==> config.mk <==
export PLATFORM = sky130hd
export DESIGN_NAME = rejection_sampler_mod_q
export DESIGN_NICKNAME = d
export VERILOG_FILES = /design/src/rtl/rsmq_pkg.sv /design/src/rtl/rsmq_unpack.sv /design/src/rtl/rejection_sampler_mod_q.sv
export SDC_FILE = /design/constraint.sdc
export NUM_CORES = 1
export LEC_CHECK = 0
export BUFFER_PORTS_ARGS = -buffer_cell sky130_fd_sc_hd__buf_2
export CAP_MARGIN = 20
export CELL_PAD_IN_SITES_DETAIL_PLACEMENT = 0
export CELL_PAD_IN_SITES_GLOBAL_PLACEMENT = 1
export CORE_ASPECT_RATIO = 1.2
export CORE_MARGIN = 2
export CORE_UTILIZATION = 35
export CTS_CLUSTER_DIAMETER = 150
export DETAILED_ROUTE_END_ITERATION = 12
export PLACE_DENSITY = 0.68
export SLEW_MARGIN = 20
export SYNTH_ARGS = -nofsm -noshare
export SYNTH_HDL_FRONTEND = slang
export SYNTH_SLANG_ARGS = --single-unit
==> constraint.sdc <==
create_clock -name clk_i -period 5.51 [get_ports clk_i]
set_input_delay 1.653 -clock clk_i [delete_from_list [all_inputs] [get_ports clk_i]]
set_output_delay 1.653 -clock clk_i [all_outputs]
set_load 0.01 [all_outputs]
==> src/rtl/rsmq_pkg.sv <==
// Package with shared types and constants for the mod-q rejection sampler.
package rsmq_pkg;

  localparam int unsigned CandNum   = 6;   // two candidates per 3-byte group, three groups
  localparam int unsigned CoefW     = 12;
  localparam int unsigned ModW      = 13;
  localparam int unsigned IdxW      = 8;
  localparam int unsigned BlkW      = 64;
  localparam int unsigned StreamW   = 80;  // up to two leftover bytes plus one block
  localparam logic [ModW-1:0] ModResetVal = 13'd3329;

  typedef logic [CoefW-1:0] coef_t;
  typedef coef_t [CandNum-1:0] cand_arr_t;
  typedef logic [CandNum-1:0] cand_mask_t;

  // Result of unpacking one block against the current leftover bytes.
  typedef struct packed {
    cand_arr_t  cand;
    cand_mask_t ok;        // candidate present and below modulus
    logic [15:0] lo_bytes; // bytes carried to the next block, earlier byte low
    logic [1:0]  lo_cnt;
  } unpack_t;

endpackage

==> src/rtl/rsmq_unpack.sv <==
// Byte-stream assembly, 12-bit candidate extraction and modulus compare.
module rsmq_unpack
  import rsmq_pkg::*;
(
  input  logic [BlkW-1:0] blk_i,
  input  logic [15:0]     lo_bytes_i,
  input  logic [1:0]      lo_cnt_i,
  input  logic [ModW-1:0] modulus_i,
  output unpack_t         res_o
);

  logic [BlkW-1:0]    rev;
  logic [StreamW-1:0] stream;
  logic [2:0]         grp_ok;

  always_comb begin
    for (int k = 0; k < 8; k++) begin
      rev[8*k +: 8] = blk_i[8*(7-k) +: 8];
    end
  end

  always_comb begin
    case (lo_cnt_i)
      2'd0: begin
        stream      = {16'd0, rev};
        grp_ok      = 3'b011;
        res_o.lo_bytes = stream[63:48];
        res_o.lo_cnt   = 2'd2;
      end
      2'd1: begin
        stream      = {8'd0, rev, lo_bytes_i[7:0]};
        grp_ok      = 3'b111;
        res_o.lo_bytes = 16'd0;
        res_o.lo_cnt   = 2'd0;
      end
      default: begin
        // three leftover bytes cannot occur; treated as two
        stream      = {rev, lo_bytes_i};
        grp_ok      = 3'b111;
        res_o.lo_bytes = {8'd0, stream[79:72]};
        res_o.lo_cnt   = 2'd1;
      end
    endcase
    for (int g = 0; g < 3; g++) begin
      res_o.cand[2*g]   = stream[24*g +: 12];
      res_o.cand[2*g+1] = stream[24*g+12 +: 12];
      res_o.ok[2*g]     = grp_ok[g] && ({1'b0, stream[24*g +: 12]} < modulus_i);
      res_o.ok[2*g+1]   = grp_ok[g] && ({1'b0, stream[24*g+12 +: 12]} < modulus_i);
    end
  end

endmodule

==> src/rtl/rejection_sampler_mod_q.sv <==
// Top level of the 12-bit uniform rejection sampler modulo q.
//
// Input stream: each request carries one 8-byte XOF block in tdata and the
// first_of_poly / first_of_buffer flags in tuser. The block is byte reversed,
// joined to the leftover bytes, cut into 3-byte groups and split into 12-bit
// candidates; those below the modulus leave as coefficients, one per request
// on the output stream, with the polynomial index in tdata and tlast on
// coefficient NUM_COEFFS-1. Once a polynomial is complete, blocks are taken
// and dropped until one arrives with first_of_poly set.
// A taken block's candidates are registered in the six-entry candidate
// buffer; its accepted coefficients then move to the output register, which
// drains one coefficient a cycle while the output is not stalled. The next
// block is taken in the cycle its predecessor's last coefficient moves to
// the output register. A stall on the output holds the output register and
// the pending candidates; s_axis_tready_o stays low until the last of them
// moves out. Reset empties both stages, clears the count and leftover bytes,
// and sets the modulus to 3329.
module rejection_sampler_mod_q
  import rsmq_pkg::*;
#(
  parameter int unsigned NUM_COEFFS = 256
) (
  input  logic            clk_i,
  input  logic            rst_ni,
  input  logic            cfg_we_i,
  input  logic [ModW-1:0] cfg_wdata_i,     // modulus
  input  logic            s_axis_tvalid_i,
  output logic            s_axis_tready_o,
  input  logic [BlkW-1:0] s_axis_tdata_i,  // [63:0] xof_block
  input  logic [1:0]      s_axis_tuser_i,  // [0] first_of_poly, [1] first_of_buffer
  output logic            m_axis_tvalid_o,
  input  logic            m_axis_tready_i,
  output logic [23:0]     m_axis_tdata_o,  // [11:0] coefficient, [19:12] coeff_index, 0
  output logic            m_axis_tlast_o   // last_coeff
);

  localparam int unsigned CntW = $clog2(NUM_COEFFS + 1);
  localparam logic [CntW:0] NumC = (CntW+1)'(NUM_COEFFS);

  logic [ModW-1:0] modulus_q;
  logic [15:0]     lo_bytes_q, lo_bytes_d;
  logic [1:0]      lo_cnt_q, lo_cnt_d;
  logic [CntW-1:0] cnt_q, cnt_d;          // count after all taken blocks
  cand_arr_t       cand_q;
  cand_mask_t      mask_q, mask_d, mask_pop;
  logic [CntW-1:0] ecnt_q, ecnt_d;        // index of next coefficient to leave
  logic            ovalid_q;
  coef_t           ocoef_q;
  logic [IdxW-1:0] oidx_q;
  logic            olast_q;

  logic            in_acc, load_out;
  logic [15:0]     lo_in;
  logic [1:0]      lo_cnt_in;
  logic [CntW-1:0] base;
  unpack_t         up;
  logic [2:0]      n_ok;
  logic [CntW:0]   sum;
  logic            full;
  logic [2:0]      sel;
  logic            is_last;

  // Flags clear state before the block is used.
  always_comb begin
    base      = s_axis_tuser_i[0] ? '0 : cnt_q;
    lo_in     = (s_axis_tuser_i[0] || s_axis_tuser_i[1]) ? 16'd0 : lo_bytes_q;
    lo_cnt_in = (s_axis_tuser_i[0] || s_axis_tuser_i[1]) ? 2'd0 : lo_cnt_q;
  end

  rsmq_unpack u_unpack (
    .blk_i      (s_axis_tdata_i),
    .lo_bytes_i (lo_in),
    .lo_cnt_i   (lo_cnt_in),
    .modulus_i  (modulus_q),
    .res_o      (up)
  );

  always_comb begin
    n_ok = '0;
    for (int i = 0; i < CandNum; i++) begin
      n_ok = n_ok + 3'(up.ok[i]);
    end
    sum  = {1'b0, base} + (CntW+1)'(n_ok);
    full = ({1'b0, base} >= NumC);
  end

  // Lowest pending candidate goes out next.
  always_comb begin
    sel = '0;
    for (int i = CandNum - 1; i >= 0; i--) begin
      if (mask_q[i]) begin
        sel = 3'(i);
      end
    end
    is_last = ({1'b0, ecnt_q} + (CntW+1)'(1)) == NumC;
  end

  assign load_out = (mask_q != '0) && (!ovalid_q || m_axis_tready_i);

  always_comb begin
    mask_pop = mask_q;
    if (load_out) begin
      mask_pop[sel] = 1'b0;
      if (is_last) begin
        mask_pop = '0;  // polynomial complete, rest of block discarded
      end
    end
  end

  assign s_axis_tready_o = (mask_pop == '0);
  assign in_acc          = s_axis_tvalid_i && s_axis_tready_o;

  always_comb begin
    cnt_d      = cnt_q;
    lo_bytes_d = lo_bytes_q;
    lo_cnt_d   = lo_cnt_q;
    mask_d     = mask_pop;
    ecnt_d     = load_out ? ecnt_q + CntW'(1) : ecnt_q;
    if (in_acc) begin
      lo_bytes_d = lo_in;
      lo_cnt_d   = lo_cnt_in;
      cnt_d      = base;
      mask_d     = '0;
      if (!full) begin
        mask_d = up.ok;
        ecnt_d = base;
        if (sum >= NumC) begin
          cnt_d      = CntW'(NUM_COEFFS);
          lo_bytes_d = 16'd0;
          lo_cnt_d   = 2'd0;
        end else begin
          cnt_d      = sum[CntW-1:0];
          lo_bytes_d = up.lo_bytes;
          lo_cnt_d   = up.lo_cnt;
        end
      end
    end
  end

  always_ff @(posedge clk_i or negedge rst_ni) begin
    if (!rst_ni) begin
      modulus_q  <= ModResetVal;
      lo_bytes_q <= '0;
      lo_cnt_q   <= '0;
      cnt_q      <= '0;
      mask_q     <= '0;
      ecnt_q     <= '0;
      ovalid_q   <= 1'b0;
    end else begin
      if (cfg_we_i) begin
        modulus_q <= cfg_wdata_i;
      end
      lo_bytes_q <= lo_bytes_d;
      lo_cnt_q   <= lo_cnt_d;
      cnt_q      <= cnt_d;
      mask_q     <= mask_d;
      ecnt_q     <= ecnt_d;
      if (load_out) begin
        ovalid_q <= 1'b1;
      end else if (m_axis_tready_i) begin
        ovalid_q <= 1'b0;
      end
    end
  end

  always_ff @(posedge clk_i) begin
    if (in_acc) begin
      cand_q <= up.cand;
    end
    if (load_out) begin
      ocoef_q <= cand_q[sel];
      oidx_q  <= IdxW'(ecnt_q);
      olast_q <= is_last;
    end
  end

  assign m_axis_tvalid_o = ovalid_q;
  assign m_axis_tdata_o  = {4'd0, oidx_q, ocoef_q};
  assign m_axis_tlast_o  = olast_q;

endmodule

; Yosys cells after proc, flatten, opt, wreduce, memory -nomap -nowiden
; Cells that the tools add are included.
[totals]
elab_cells = 85
regBits = 149
in_bits = 84
[op_classes]
n_eq_ne = 2
n_reduce_logical = 16
bitwise_logic = 2
n_mux = 31
order_cmp = 10
addsub = 8
[op_table]
columns = op, n
row1 = $pmux W72 S2, 1
row2 = $lt A12 B13 Y1, 6
row3 = $mux W9, 6
row4 = $mux W16, 3
row5 = $bmux W12 S3, 1
row6 = $pmux W18 S2, 1
row7 = $mux W6, 4
row8 = $mux W3, 7
row9 = $mux W12, 1
row10 = $add A9 B1 Y10 const B, 1
row11 = $add A9 B3 Y10, 1
row12 = $eq A10 B9 Y1 const B, 1
row13 = $ge A10 B9 Y1 const B, 1
row14 = $add A3 B1 Y3, 3
row15 = $add A9 B1 Y9 const B, 1
row16 = $ge A9 B9 Y1 const B, 1
row17 = $logic_and A1 B1 Y1, 9
row18 = $and A6 B6 Y6, 1
row19 = $logic_not A6 Y1, 1
row20 = $mux W2, 3
row21 = $not A6 Y6, 1
row22 = $reduce_bool A6 Y1, 1
row23 = $lt A3 B4 Y1 const B, 1
row24 = $add A2 B1 Y3, 1
row25 = 9 further kinds, 12

; Depth between registers and ports, before layout
; Gate-level depths: netlist of run 1.
[logic_depth]
ltp_word = 17
mapped_depth = 26
ltp_nobuf = 22

; Cells and area by module
; A second synthesis of run 1 with hierarchy kept.
[unflattened]
cells_unflattened = 916
area_unflattened_um2 = 9551.7
[by_module_without_submodules]
columns = mod, area_each_um2, n_inst, seq_area_each_um2, cells_per_inst
row1 = rejection_sampler_mod_q, 6488.7, 1, 4199.0, 485
row2 = rsmq_unpack, 3062.9, 1, 0.0, 431

; Least setup slack after synthesis of run 1
; Ideal clock, no wire load.
[synth_timing]
kind = input port to flip-flop
startpoint = input s_axis_tuser_i[0]
endpoint = register lo_bytes_q[10]
stages = 24
arrival_ps = 6836
setup_slack_ps = -1447
path_cell_list = clkbuf_1 or2_2 clkbuf_1 nor2_1 clkbuf_1 nand3_1 nand2_1 ha_1 a21o_1 a21oi_1 nor2_1 a211oi_1 a31oi_1 fa_1 inv_1 fa_1 fa_1 inv_1 fa_1 inv_1 a21oi_1 nor4_1 nor4_4 a22o_1
[synth_rtl]
columns = element, line_no
row1 = from (decl), rejection_sampler_mod_q.sv:30  ; input logic [1:0] s_axis_tuser_i,
row2 = to (signal assigned), rejection_sampler_mod_q.sv:153  ; lo_bytes_q <= lo_bytes_d;
row3 = to (decl), rejection_sampler_mod_q.sv:41  ; logic [15:0] lo_bytes_q, lo_bytes_d;

==> results.md, run 1 <==
- Status: finished with violations
- Failing checks: setup timing
- Clk pwr share: 0.181
- Worst Skew: 0.0179 ns
- Maximum vdd drop: 0.411 mV
- Root buf cell: clkbuf_16
- Via/cell ratio: 5.45
- Sequential share of power: 0.315
- R2R cell count: 22
- Proportion of layout cells with a drive suffix above 1: 0.394
- Final wirelength: 32.6 mm
- Async set-reset flop share out of synthesis: 0.376
- Initial antenna violation count: 0
- Htree depth: 4
- Routability cong.: 0.919
- Number of detailed-route iterations in the first pass: 5
- Total track usage: 0.239
- Die Area: 27400 µm²
- Hold Path Stages: 1
- Worst Setup End Kind: flop
- Min-delay src: cnt_q[5]
- Post-layout nets: 1366
- Fin. Hold Viols: 0
- Worst R2R Start: lo_cnt_q[0]
- Tmin final: 5.91 ns
- Worst slack at placement: -1.00 ns
- # hold bufs at CTS: 0
- Final core occ: 0.506
- Worst setup SP type: input pin
- Yosys warning total: 0
- HP Class: reg2reg
- CTS tree: yes
- RR Endpoint: lo_bytes_q[6]
- Die Height: 181 µm
- Max Slew Vio Count: 0
- Clk_lat worst skew: 0.43 ns
- Pin count of the biggest net entering global routing: 71
- Die X: 151 µm
- Row Count: 64
- RSZ-0062 raised after global routing: yes
- CORE AREA: 25500 µm²
- Most used DFF post-synth: edfxtp_1
- Clock-pin transition on the worst setup and hold timing paths: 0.07 ns
- NetSw: 2.45 mW
- F_max: 169 MHz
- Final WS setup: -0.402 ns
- Switching Share: 0.399
- Vias: 8453
- Commonest non-fill, non-tap cell in the layout: buf_4
- Worst R2R Setup Slack: 0.22 ns
- Commonest non-fill, non-tap cells in the layout: 200 x buf_4, 106 x nand2_1, 104 x buf_2
- Post-route ant nets: 0
- Post-synthesis instance total: 902
- #FFs+latches synth: 149
- GRT overflow: 0
- CTS Buffer Depth: 2
- Routed len/inst: 21.0 µm
- DRC errors left: 0
- CP Class: in2reg
- Clk sink count: 149
- Worst-Margin Slew: 1.07 ns
- Synth cell types: 66
- Fillcell total: 2353
- Critical path fanouts, max: 6
- Vias in the first global route: 8320
- Internal power: 3.69 mW
- Hold_ws: 0.517 ns
- Post-synth EDFFs: 93
- DRT iter0 DRCs: 596
- WHS Endpoint: cnt_q[5]
- PortBufs: 106
- Max-cap viol count: 0
- Slew margin rel.: 0.282
- Average cell area after synthesis: 10.1 µm²
- Combinational fraction of design power: 0.504
- Antenna Diode Count: 0
- Post-synthesis sequential area ratio: 0.460
- Reg area: 4200 µm²
- Footprint of the multi-input gates: 5140 µm²
- Synth Cell Area: 9140 µm²
- First-pass GRT wire length: 48.9 mm
- PwrDens: 475 nW/µm²
- Crit path DAT: 6.22 ns
- Initial Utilization: 0.358
- Final setup fails: 27
- IO Count: 111
- LEAKAGE: 5.56 nW
- CTS Buf Count: 17
- P&R area growth vs syn: 41.4%
- DP HPWL: 23.9 mm
- Final cycle utilization of the critical path: 1.07
- Req. time, crit path: 5.82 ns
## repair_timing
| item | 4_1_cts | 5_1_grt |
|---|---|---|
| pin swaps | 30 | 42 |
| resized for setup | 83 | 51 |
| buffers inserted | 45 | 10 |
| gates cloned | 5 | 0 |
| setup endpoints to repair | 27 | 28 |
| endpoints found under the hold margin | 0 | 0 |
## power by group through the flow
stage / sequential [mW] / clock (mW) / combinational (mW)
final: 1.94 / 1.11 / 3.09
after global routing: 1.97 / 1.18 / 3.36
after CTS: 1.94 / 1.12 / 2.94
after detailed placement: 1.94 / 0 / 2.70
after global placement: 1.94 / 0 / 2.68
after floorplan: 1.87 / 0 / 1.65
## registers in the layout (all words and copies together) (netlist names)
signal	cells
ocoef_q	12
lo_cnt_q	2
modulus_q	13
cand_q	72
ecnt_q	9
m_axis_tvalid_o	1
oidx_q	8
cnt_q	9
lo_bytes_q	16
mask_q	6
m_axis_tlast_o	1
## layer usage
layer	vias to the layer above	GRT usage	part of all wire
met3	75	0.0316	0.042
met1	4054	0.312	0.42
met5	-	0	0
met2	298	0.387	0.48
li1	4026	-	-
met4	0	0.121	0.056
## worst max path at each step
stage | slack, ns | endpoint | from
final | -0.40 | lo_bytes_q[6] | s_axis_tuser_i[1]
after global routing | -0.55 | lo_bytes_q[6] | s_axis_tuser_i[1]
after CTS | -0.40 | lo_bytes_q[6] | s_axis_tuser_i[0]
after detailed placement | -1.00 | lo_bytes_q[7] | s_axis_tuser_i[0]
after global placement | -0.91 | lo_bytes_q[6] | s_axis_tuser_i[0]
after floorplan | -0.62 | lo_cnt_q[0] | s_axis_tuser_i[0]
## worst max-delay path, cell delays in order
cell	delay, ns
buf_12	0.12
or2_4	0.32
nor2_4	0.16
nand3_2	0.08
nand2_2	0.10
ha_4	0.21
a21o_1	0.18
a21oi_2	0.14
nor2_1	0.07
a211oi_2	0.26
a31oi_2	0.16
fa_1	0.55
inv_1	0.05
fa_1	0.51
fa_2	0.22
inv_2	0.04
fa_2	0.38
inv_2	0.08
a21oi_4	0.07
nor3_2	0.21
a21oi_2	0.06
o211a_4	0.30
buf_6	0.13
a22o_1	0.19
## cell families after synthesis
group / Yosys count / synth area share
other: 1 / 0.000410
AOI/OAI and AO/OA: 317 / 0.237
xor gates and xnor gates: 9 / 0.00863
DFF: 149 / 0.460
buffers and inverters: 85 / 0.0378
and+or+nand+nor: 239 / 0.119
adders and majority gates: 74 / 0.105
muxes: 28 / 0.0327
## Yosys cell counts, drive strengths merged, types with 4 or more instances
cell / instances / area share
clkbuf: 44 / 0.018
xnor2: 4 / 0.0038
nand4: 6 / 0.0041
a22o: 47 / 0.045
nor3: 10 / 0.0060
inv: 27 / 0.011
fa: 4 / 0.0088
a21oi: 42 / 0.023
nand2b: 6 / 0.0041
nor2: 50 / 0.021
dfstp: 4 / 0.012
a22oi: 55 / 0.045
xor2: 5 / 0.0048
dfrtp: 52 / 0.14
nor4: 5 / 0.0067
mux2: 15 / 0.018
o21ai: 100 / 0.055
o211ai: 4 / 0.0033
o31ai: 6 / 0.0049
mux2i: 13 / 0.014
edfxtp: 93 / 0.31
buf: 14 / 0.0086
nor2b: 12 / 0.0082
a211oi: 18 / 0.015
and2: 4 / 0.0027
nand3: 17 / 0.0099
a21o: 12 / 0.010
ha: 70 / 0.096
nand2: 118 / 0.049
o41ai: 4 / 0.0038
## through the flow
stage / setup TNS [ns] / instances / area, µm² / total power, mW
4_1_cts: -8.16 / 1548 / 12700 / 5.99
3_3_place_gp: -22.16 / 1468 / 11400 / 4.61
2_1_floorplan: -13.25 / 905 / 9250 / 3.52
5_1_grt: -13.16 / 1551 / 12900 / 6.51
3_5_place_dp: -24.26 / 1468 / 11400 / 4.64
6_report: -8.77 / 1551 / 12900 / 6.14
## area by class of cell
type                    count  area share
repair buffers            339       0.194
flip-flops and latches    149       0.325
inverters                  27     0.00785
clock buffers              19      0.0343
well taps                 330      0.0320
multi-input cells         674       0.398
clock inverters            13     0.00882
(Power assumes the default switching activity.)
==> run 2, diff against run 1 <==
--- a/config.mk
+++ b/config.mk
@@ -14,7 +14,8 @@
 export CORE_UTILIZATION = 35
 export CTS_CLUSTER_DIAMETER = 150
 export DETAILED_ROUTE_END_ITERATION = 12
-export PLACE_DENSITY = 0.68
+export PLACE_DENSITY = 0.75
+export REMOVE_ABC_BUFFERS = 1
 export SLEW_MARGIN = 20
 export SYNTH_ARGS = -nofsm -noshare
 export SYNTH_HDL_FRONTEND = slang
==> results.md, run 2 (same netlist as run 1, synthesis figures left out) <==
- Req. time, crit path: 5.83 ns
- Slew margin rel.: 0.258
- PwrDens: 481 nW/µm²
- Worst path most repeated cell: inv_2
- Status: finished with violations
- Die X: 151 µm
- Largest reg by FF count: cand_q
- Final setup fails: 27
- Maximum vdd drop: 0.222 mV
- Worst-Margin Slew: 1.11 ns
- Fillcell total: 2318
- DP HPWL: 23.5 mm
- Fin. Hold Viols: 0
- Reg area: 4200 µm²
- F_max: 167 MHz
- Worst R2R Start: lo_cnt_q[1]
- LEAKAGE: 5.42 nW
- Root buf cell: clkbuf_16
- CTS tree: yes
- IO Count: 111
- # hold bufs at CTS: 0
- CTS Buf Count: 17
- Max Slew Vio Count: 0
- RSZ-0062 raised after global routing: yes
- Htree depth: 4
- RR Endpoint: lo_cnt_q[0]
- Hold_ws: 0.508 ns
- Crit path DAT: 6.32 ns
- Die Area: 27400 µm²
- Row Count: 64
- Final WS setup: -0.485 ns
- Initial Utilization: 0.358
- Slowest CP cell: fa_1
- DRC errors left: 0
- Total track usage: 0.239
- Routability cong.: 0.922
- Final wirelength: 32.5 mm
- DRT iter0 DRCs: 732
- Worst R2R Setup Slack: 0.16 ns
- P&R area growth vs syn: 38.8%
- Tmin final: 5.99 ns
- Commonest non-fill, non-tap cells in the layout: 183 x buf_4, 104 x buf_2, 101 x nand2_1
- Post-route ant nets: 0
- CORE AREA: 25500 µm²
- Worst setup SP type: input pin
- Critical path, cell by cell: buf_8, or2_4, buf_12, o21ai_2, ha_1, nand2_1, o221ai_2, o31ai_4, a221oi_4, fa_1, inv_2, fa_1, fa_2, inv_2, fa_2, inv_2, a21oi_4, buf_6, nor3_4, a21oi_2, o211a_4, buf_12, a22o_1
- Clk_lat worst skew: 0.44 ns
- Via/cell ratio: 5.55
- R2R cell count: 24
- PortBufs: 106
- Clock-pin transition on the worst setup and hold timing paths: 0.06 ns
- Critical path fanouts, max: 6
- Clk sink count: 149
- Final cycle utilization of the critical path: 1.09
- Total power: 6.10 mW
- Top flop regs: cand_q x72, lo_bytes_q x16, modulus_q x13
- Worst Setup End Kind: flop
- Crit path to: lo_cnt_q[0]
- Routed len/inst: 21.4 µm
- Antenna Diode Count: 0
- GRT overflow: 0
- Initial antenna violation count: 0
- First-pass GRT wire length: 48.7 mm
- Proportion of layout cells with a drive suffix above 1: 0.380
- HP Class: reg2reg
- Max-cap viol count: 0
- Die Height: 181 µm
- Vias in the first global route: 8282
- CP max stage delay: 0.57 ns
- Launch point of the worst path: s_axis_tuser_i[0]
- Pin count of the biggest net entering global routing: 73
- Post-layout nets: 1334
- Max FFs per register: 72
- Vias: 8428
- Footprint of the multi-input gates: 5130 µm²
- CTS Buffer Depth: 2
- Number of detailed-route iterations in the first pass: 5
- Failing checks: setup timing
- CP Class: in2reg
- Commonest non-fill, non-tap cell in the layout: buf_4
- Worst Skew: 0.0109 ns
==> run 2: cell count changes in the layout (fill, tap and decap cells not counted), sizes merged <==
cell,before,now
bufinv,0,1
inv,34,30
clkbuf,19,21
clkinv,5,7
clkinvlp,1,2
o21ai,101,100
or2,4,2
buf,339,308
==> run 2: repair_timing <==
| item | in CTS | in global routing |
|---|---|---|
| setup buffers | 12 | 7 |
| gates resized for setup | 65 | 78 |
| endpoints found under the setup margin | 27 | 27 |
| gates cloned | 2 | 2 |
| pin swaps | 9 | 36 |
==> run 2: area by class of cell <==
type	count	share of cell area
flip-flops and latches	149	0.331
clock buffers	19	0.0341
clock inverters	13	0.00996
repair buffers	310	0.179
inverters	27	0.00799
multi-input cells	671	0.405
well taps	330	0.0326
==> run 2: worst min-delay path by stage <==
stage	from	end	slack [ns]	cells past startpoint
floorplan	cnt_q[5]	cnt_q[5]	0.46	1
global route	lo_bytes_q[12]	lo_bytes_q[12]	0.52	1
CTS	lo_bytes_q[8]	lo_bytes_q[8]	0.51	1
detailed placement	lo_bytes_q[8]	lo_bytes_q[8]	0.49	1
global placement	lo_bytes_q[15]	lo_bytes_q[15]	0.48	1
finish	lo_bytes_q[15]	lo_bytes_q[15]	0.51	1
==> run 2: report_power, final <==
part | leakage, nW | total (mW) | internal, mW | switching, mW
clock | 0.267 | 1.13 | 0.627 | 0.501
sequential | 1.57 | 1.89 | 1.68 | 0.204
combinational | 3.59 | 3.09 | 1.38 | 1.71
total | 5.42 | 6.10 | 3.69 | 2.41
==> run 2: routing by layer <==
| metal | GRT usage | vias up | routed length [µm] |
|---|---|---|---|
| met5 | 0 | - | 0 |
| met4 | 0.0811 | 0 | 946 |
| met3 | 0.0449 | 57 | 2190 |
| met2 | 0.395 | 317 | 15900 |
| met1 | 0.313 | 4095 | 13400 |
| li1 | - | 3959 | - |
==> run 2: worst max-delay path, delay by kind of cell <==
family,cells,cell delay (ns)
AOI/OAI and AO/OA,8,1.33
buffers and inverters,7,0.73
and+or+nand+nor,3,0.58
adders and majority gates,5,1.98
==> run 2: stage by stage <==
stage / cells / TNS (ns) / utilization / worst slack [ns] / instance area (µm²)
finish: 1519 / -10.03 / 0.497 / -0.485 / 12700
detailed placement: 1470 / -32.83 / 0.444 / -1.31 / 11400
CTS: 1516 / -8.14 / 0.481 / -0.454 / 12300
floorplan: 847 / -46.31 / - / -1.96 / 8900
global route: 1519 / -14.83 / 0.497 / -0.642 / 12700
global placement: 1470 / -29.00 / 0.444 / -1.16 / 11400
==> run 3, diff against run 2 <==
--- a/config.mk
+++ b/config.mk
@@ -12,9 +12,10 @@
 export CORE_ASPECT_RATIO = 1.2
 export CORE_MARGIN = 2
 export CORE_UTILIZATION = 35
+export CTS_BUF_LIST = sky130_fd_sc_hd__clkbuf_8
 export CTS_CLUSTER_DIAMETER = 150
 export DETAILED_ROUTE_END_ITERATION = 12
-export PLACE_DENSITY = 0.75
+export PLACE_DENSITY = 0.73
 export REMOVE_ABC_BUFFERS = 1
 export SLEW_MARGIN = 20
 export SYNTH_ARGS = -nofsm -noshare
==> constraint.sdc (replaced) <==
create_clock -name clk_i -period 6.8 [get_ports clk_i]
set_input_delay 2.04 -clock clk_i [delete_from_list [all_inputs] [get_ports clk_i]]
set_output_delay 2.04 -clock clk_i [all_outputs]
set_load 0.01 [all_outputs]
==> results.md, run 3 (same netlist as run 1, synthesis figures left out) <==
- Routability cong.: 0.938
- Post-layout nets: 1220
- Crit path DAT: 7.03 ns
- HP Class: reg2reg
- Max FFs per register: 72
- CTS Buffer Depth: 2
- Fin. Hold Viols: 0
- Htree depth: 4
- CTS Buf Count: 17
- Vias in the first global route: 7687
- Vias: 7986
- DRC errors left: 0
- Fillcell total: 2497
- Proportion of layout cells with a drive suffix above 1: 0.247
- Max Slew Vio Count: 0
- Via/cell ratio: 5.68
- Initial antenna violation count: 0
- Req. time, crit path: 7.23 ns
- Worst-Margin Slew: 0.885 ns
- Final core occ: 0.430
- Final setup fails: 0
- CORE AREA: 25500 µm²
- Hold_ws: 0.518 ns
- CP Class: in2reg
- Largest reg by FF count: cand_q
- Critical path fanouts, max: 30
- CTS tree: yes
- Number of detailed-route iterations in the first pass: 5
- Maximum vdd drop: 0.157 mV
- First-pass GRT wire length: 46.1 mm
- Clk sink count: 149
- Pin count of the biggest net entering global routing: 57
- Initial Utilization: 0.358
- Clock-pin transition on the worst setup and hold timing paths: 0.09 ns
- F_max: 152 MHz
- GRT overflow: 0
- Root buf cell: clkbuf_8
- Status: finished, final reports clean
- Hold Path Stages: 1
- Routed len/inst: 21.7 µm
- Die X: 151 µm
- DRT iter0 DRCs: 688
- Clk_lat worst skew: 0.49 ns
- Post-route ant nets: 0
- Total track usage: 0.226
- Final wirelength: 30.5 mm
- Antenna Diode Count: 0
- Tmin final: 6.60 ns
- Row Count: 64
- Final cycle utilization of the critical path: 0.970
- Die Height: 181 µm
- Commonest non-fill, non-tap cell in the layout: nand2_1
- Post-route setup TNS: 0 ns
- Worst Setup End Kind: flop
- Die Area: 27400 µm²
- LEAKAGE: 4.67 nW
- Max-cap viol count: 0
- PortBufs: 106
- P&R area growth vs syn: 20.1%
- IO Count: 111
- R2R cell count: 24
- Commonest non-fill, non-tap cells in the layout: 117 x nand2_1, 106 x buf_2, 96 x o21ai_0
- DP HPWL: 23.1 mm
- Worst setup SP type: input pin
- Top flop regs: cand_q x72, lo_bytes_q x16, modulus_q x13
- PwrDens: 386 nW/µm²
- Slew margin rel.: 0.408
- Worst Skew: 0.0184 ns
[run 3: cell type report]
class                           instances  area (µm²)  area share
Multi-Input combinational cell        671        4660       0.424
Sequential cell                       149        4200       0.383
Timing Repair Buffer                  196        1260       0.115
Tap cell                              330         413      0.0376
Clock buffer                           18         248      0.0226
Inverter                               27         101     0.00924
Clock inverter                         14        90.1     0.00821
[run 3: final timing paths]
path / start / end / slack, ns
min: lo_bytes_q[0] / lo_bytes_q[0] / 0.52
min reg2reg: lo_bytes_q[0] / lo_bytes_q[0] / 0.52
max: s_axis_tuser_i[1] / lo_bytes_q[10] / 0.20
max reg2reg: lo_cnt_q[1] / lo_bytes_q[10] / 1.21
min in group asynchronous: rst_ni / cnt_q[7] / 1.72
max in group asynchronous: rst_ni / lo_cnt_q[1] / 4.49
[run 3: where the power goes]
part | switching [mW] | internal [mW] | total, mW | leakage [nW]
clock network | 0.357 | 0.257 | 0.615 | 0.179
registers | 0.194 | 1.36 | 1.56 | 1.57
logic | 1.20 | 0.867 | 2.06 | 2.92
[run 3: critical path, stage by stage]
cell     delay (ns)
buf_2          0.10
or2_2          0.36
buf_4          0.25
o21ai_0        0.41
ha_1           0.33
a21o_1         0.16
a21oi_1        0.23
buf_4          0.16
a31oi_1        0.15
fa_1           0.52
inv_1          0.05
fa_1           0.46
fa_1           0.40
inv_1          0.08
fa_1           0.19
inv_1          0.08
a21oi_4        0.18
nor4_2         0.06
buf_4          0.16
nor4_4         0.27
buf_6          0.18
a22o_1         0.15
[run 3: routing by layer]
metal | up-vias | part of all wire | GRT usage | routed length [µm]
met5 | - | 0 | 0 | 0
met4 | 0 | 0.031 | 0.0870 | 957
met3 | 52 | 0.062 | 0.0379 | 1880
met2 | 296 | 0.48 | 0.367 | 14500
met1 | 3922 | 0.43 | 0.302 | 13100
li1 | 3716 | - | - | -
[run 3: repair_timing]
item,in CTS,in global routing
endpoints found under the hold margin,0,0
gates resized for setup,0,10
hold buffers,0,0
buffers inserted,0,2
endpoints found under the setup margin,0,20
[run 3: through the flow]
step / power (mW) / setup slack (ns) / std cells / instance area, µm²
2_1_floorplan: 2.77 / -0.912 / 847 / 8900
3_3_place_gp: 3.58 / -0.425 / 1371 / 10600
3_5_place_dp: 3.61 / -0.511 / 1371 / 10600
4_1_cts: 4.22 / 0.0149 / 1403 / 10900
5_1_grt: 4.52 / -0.00383 / 1405 / 11000
6_report: 4.24 / 0.201 / 1405 / 11000
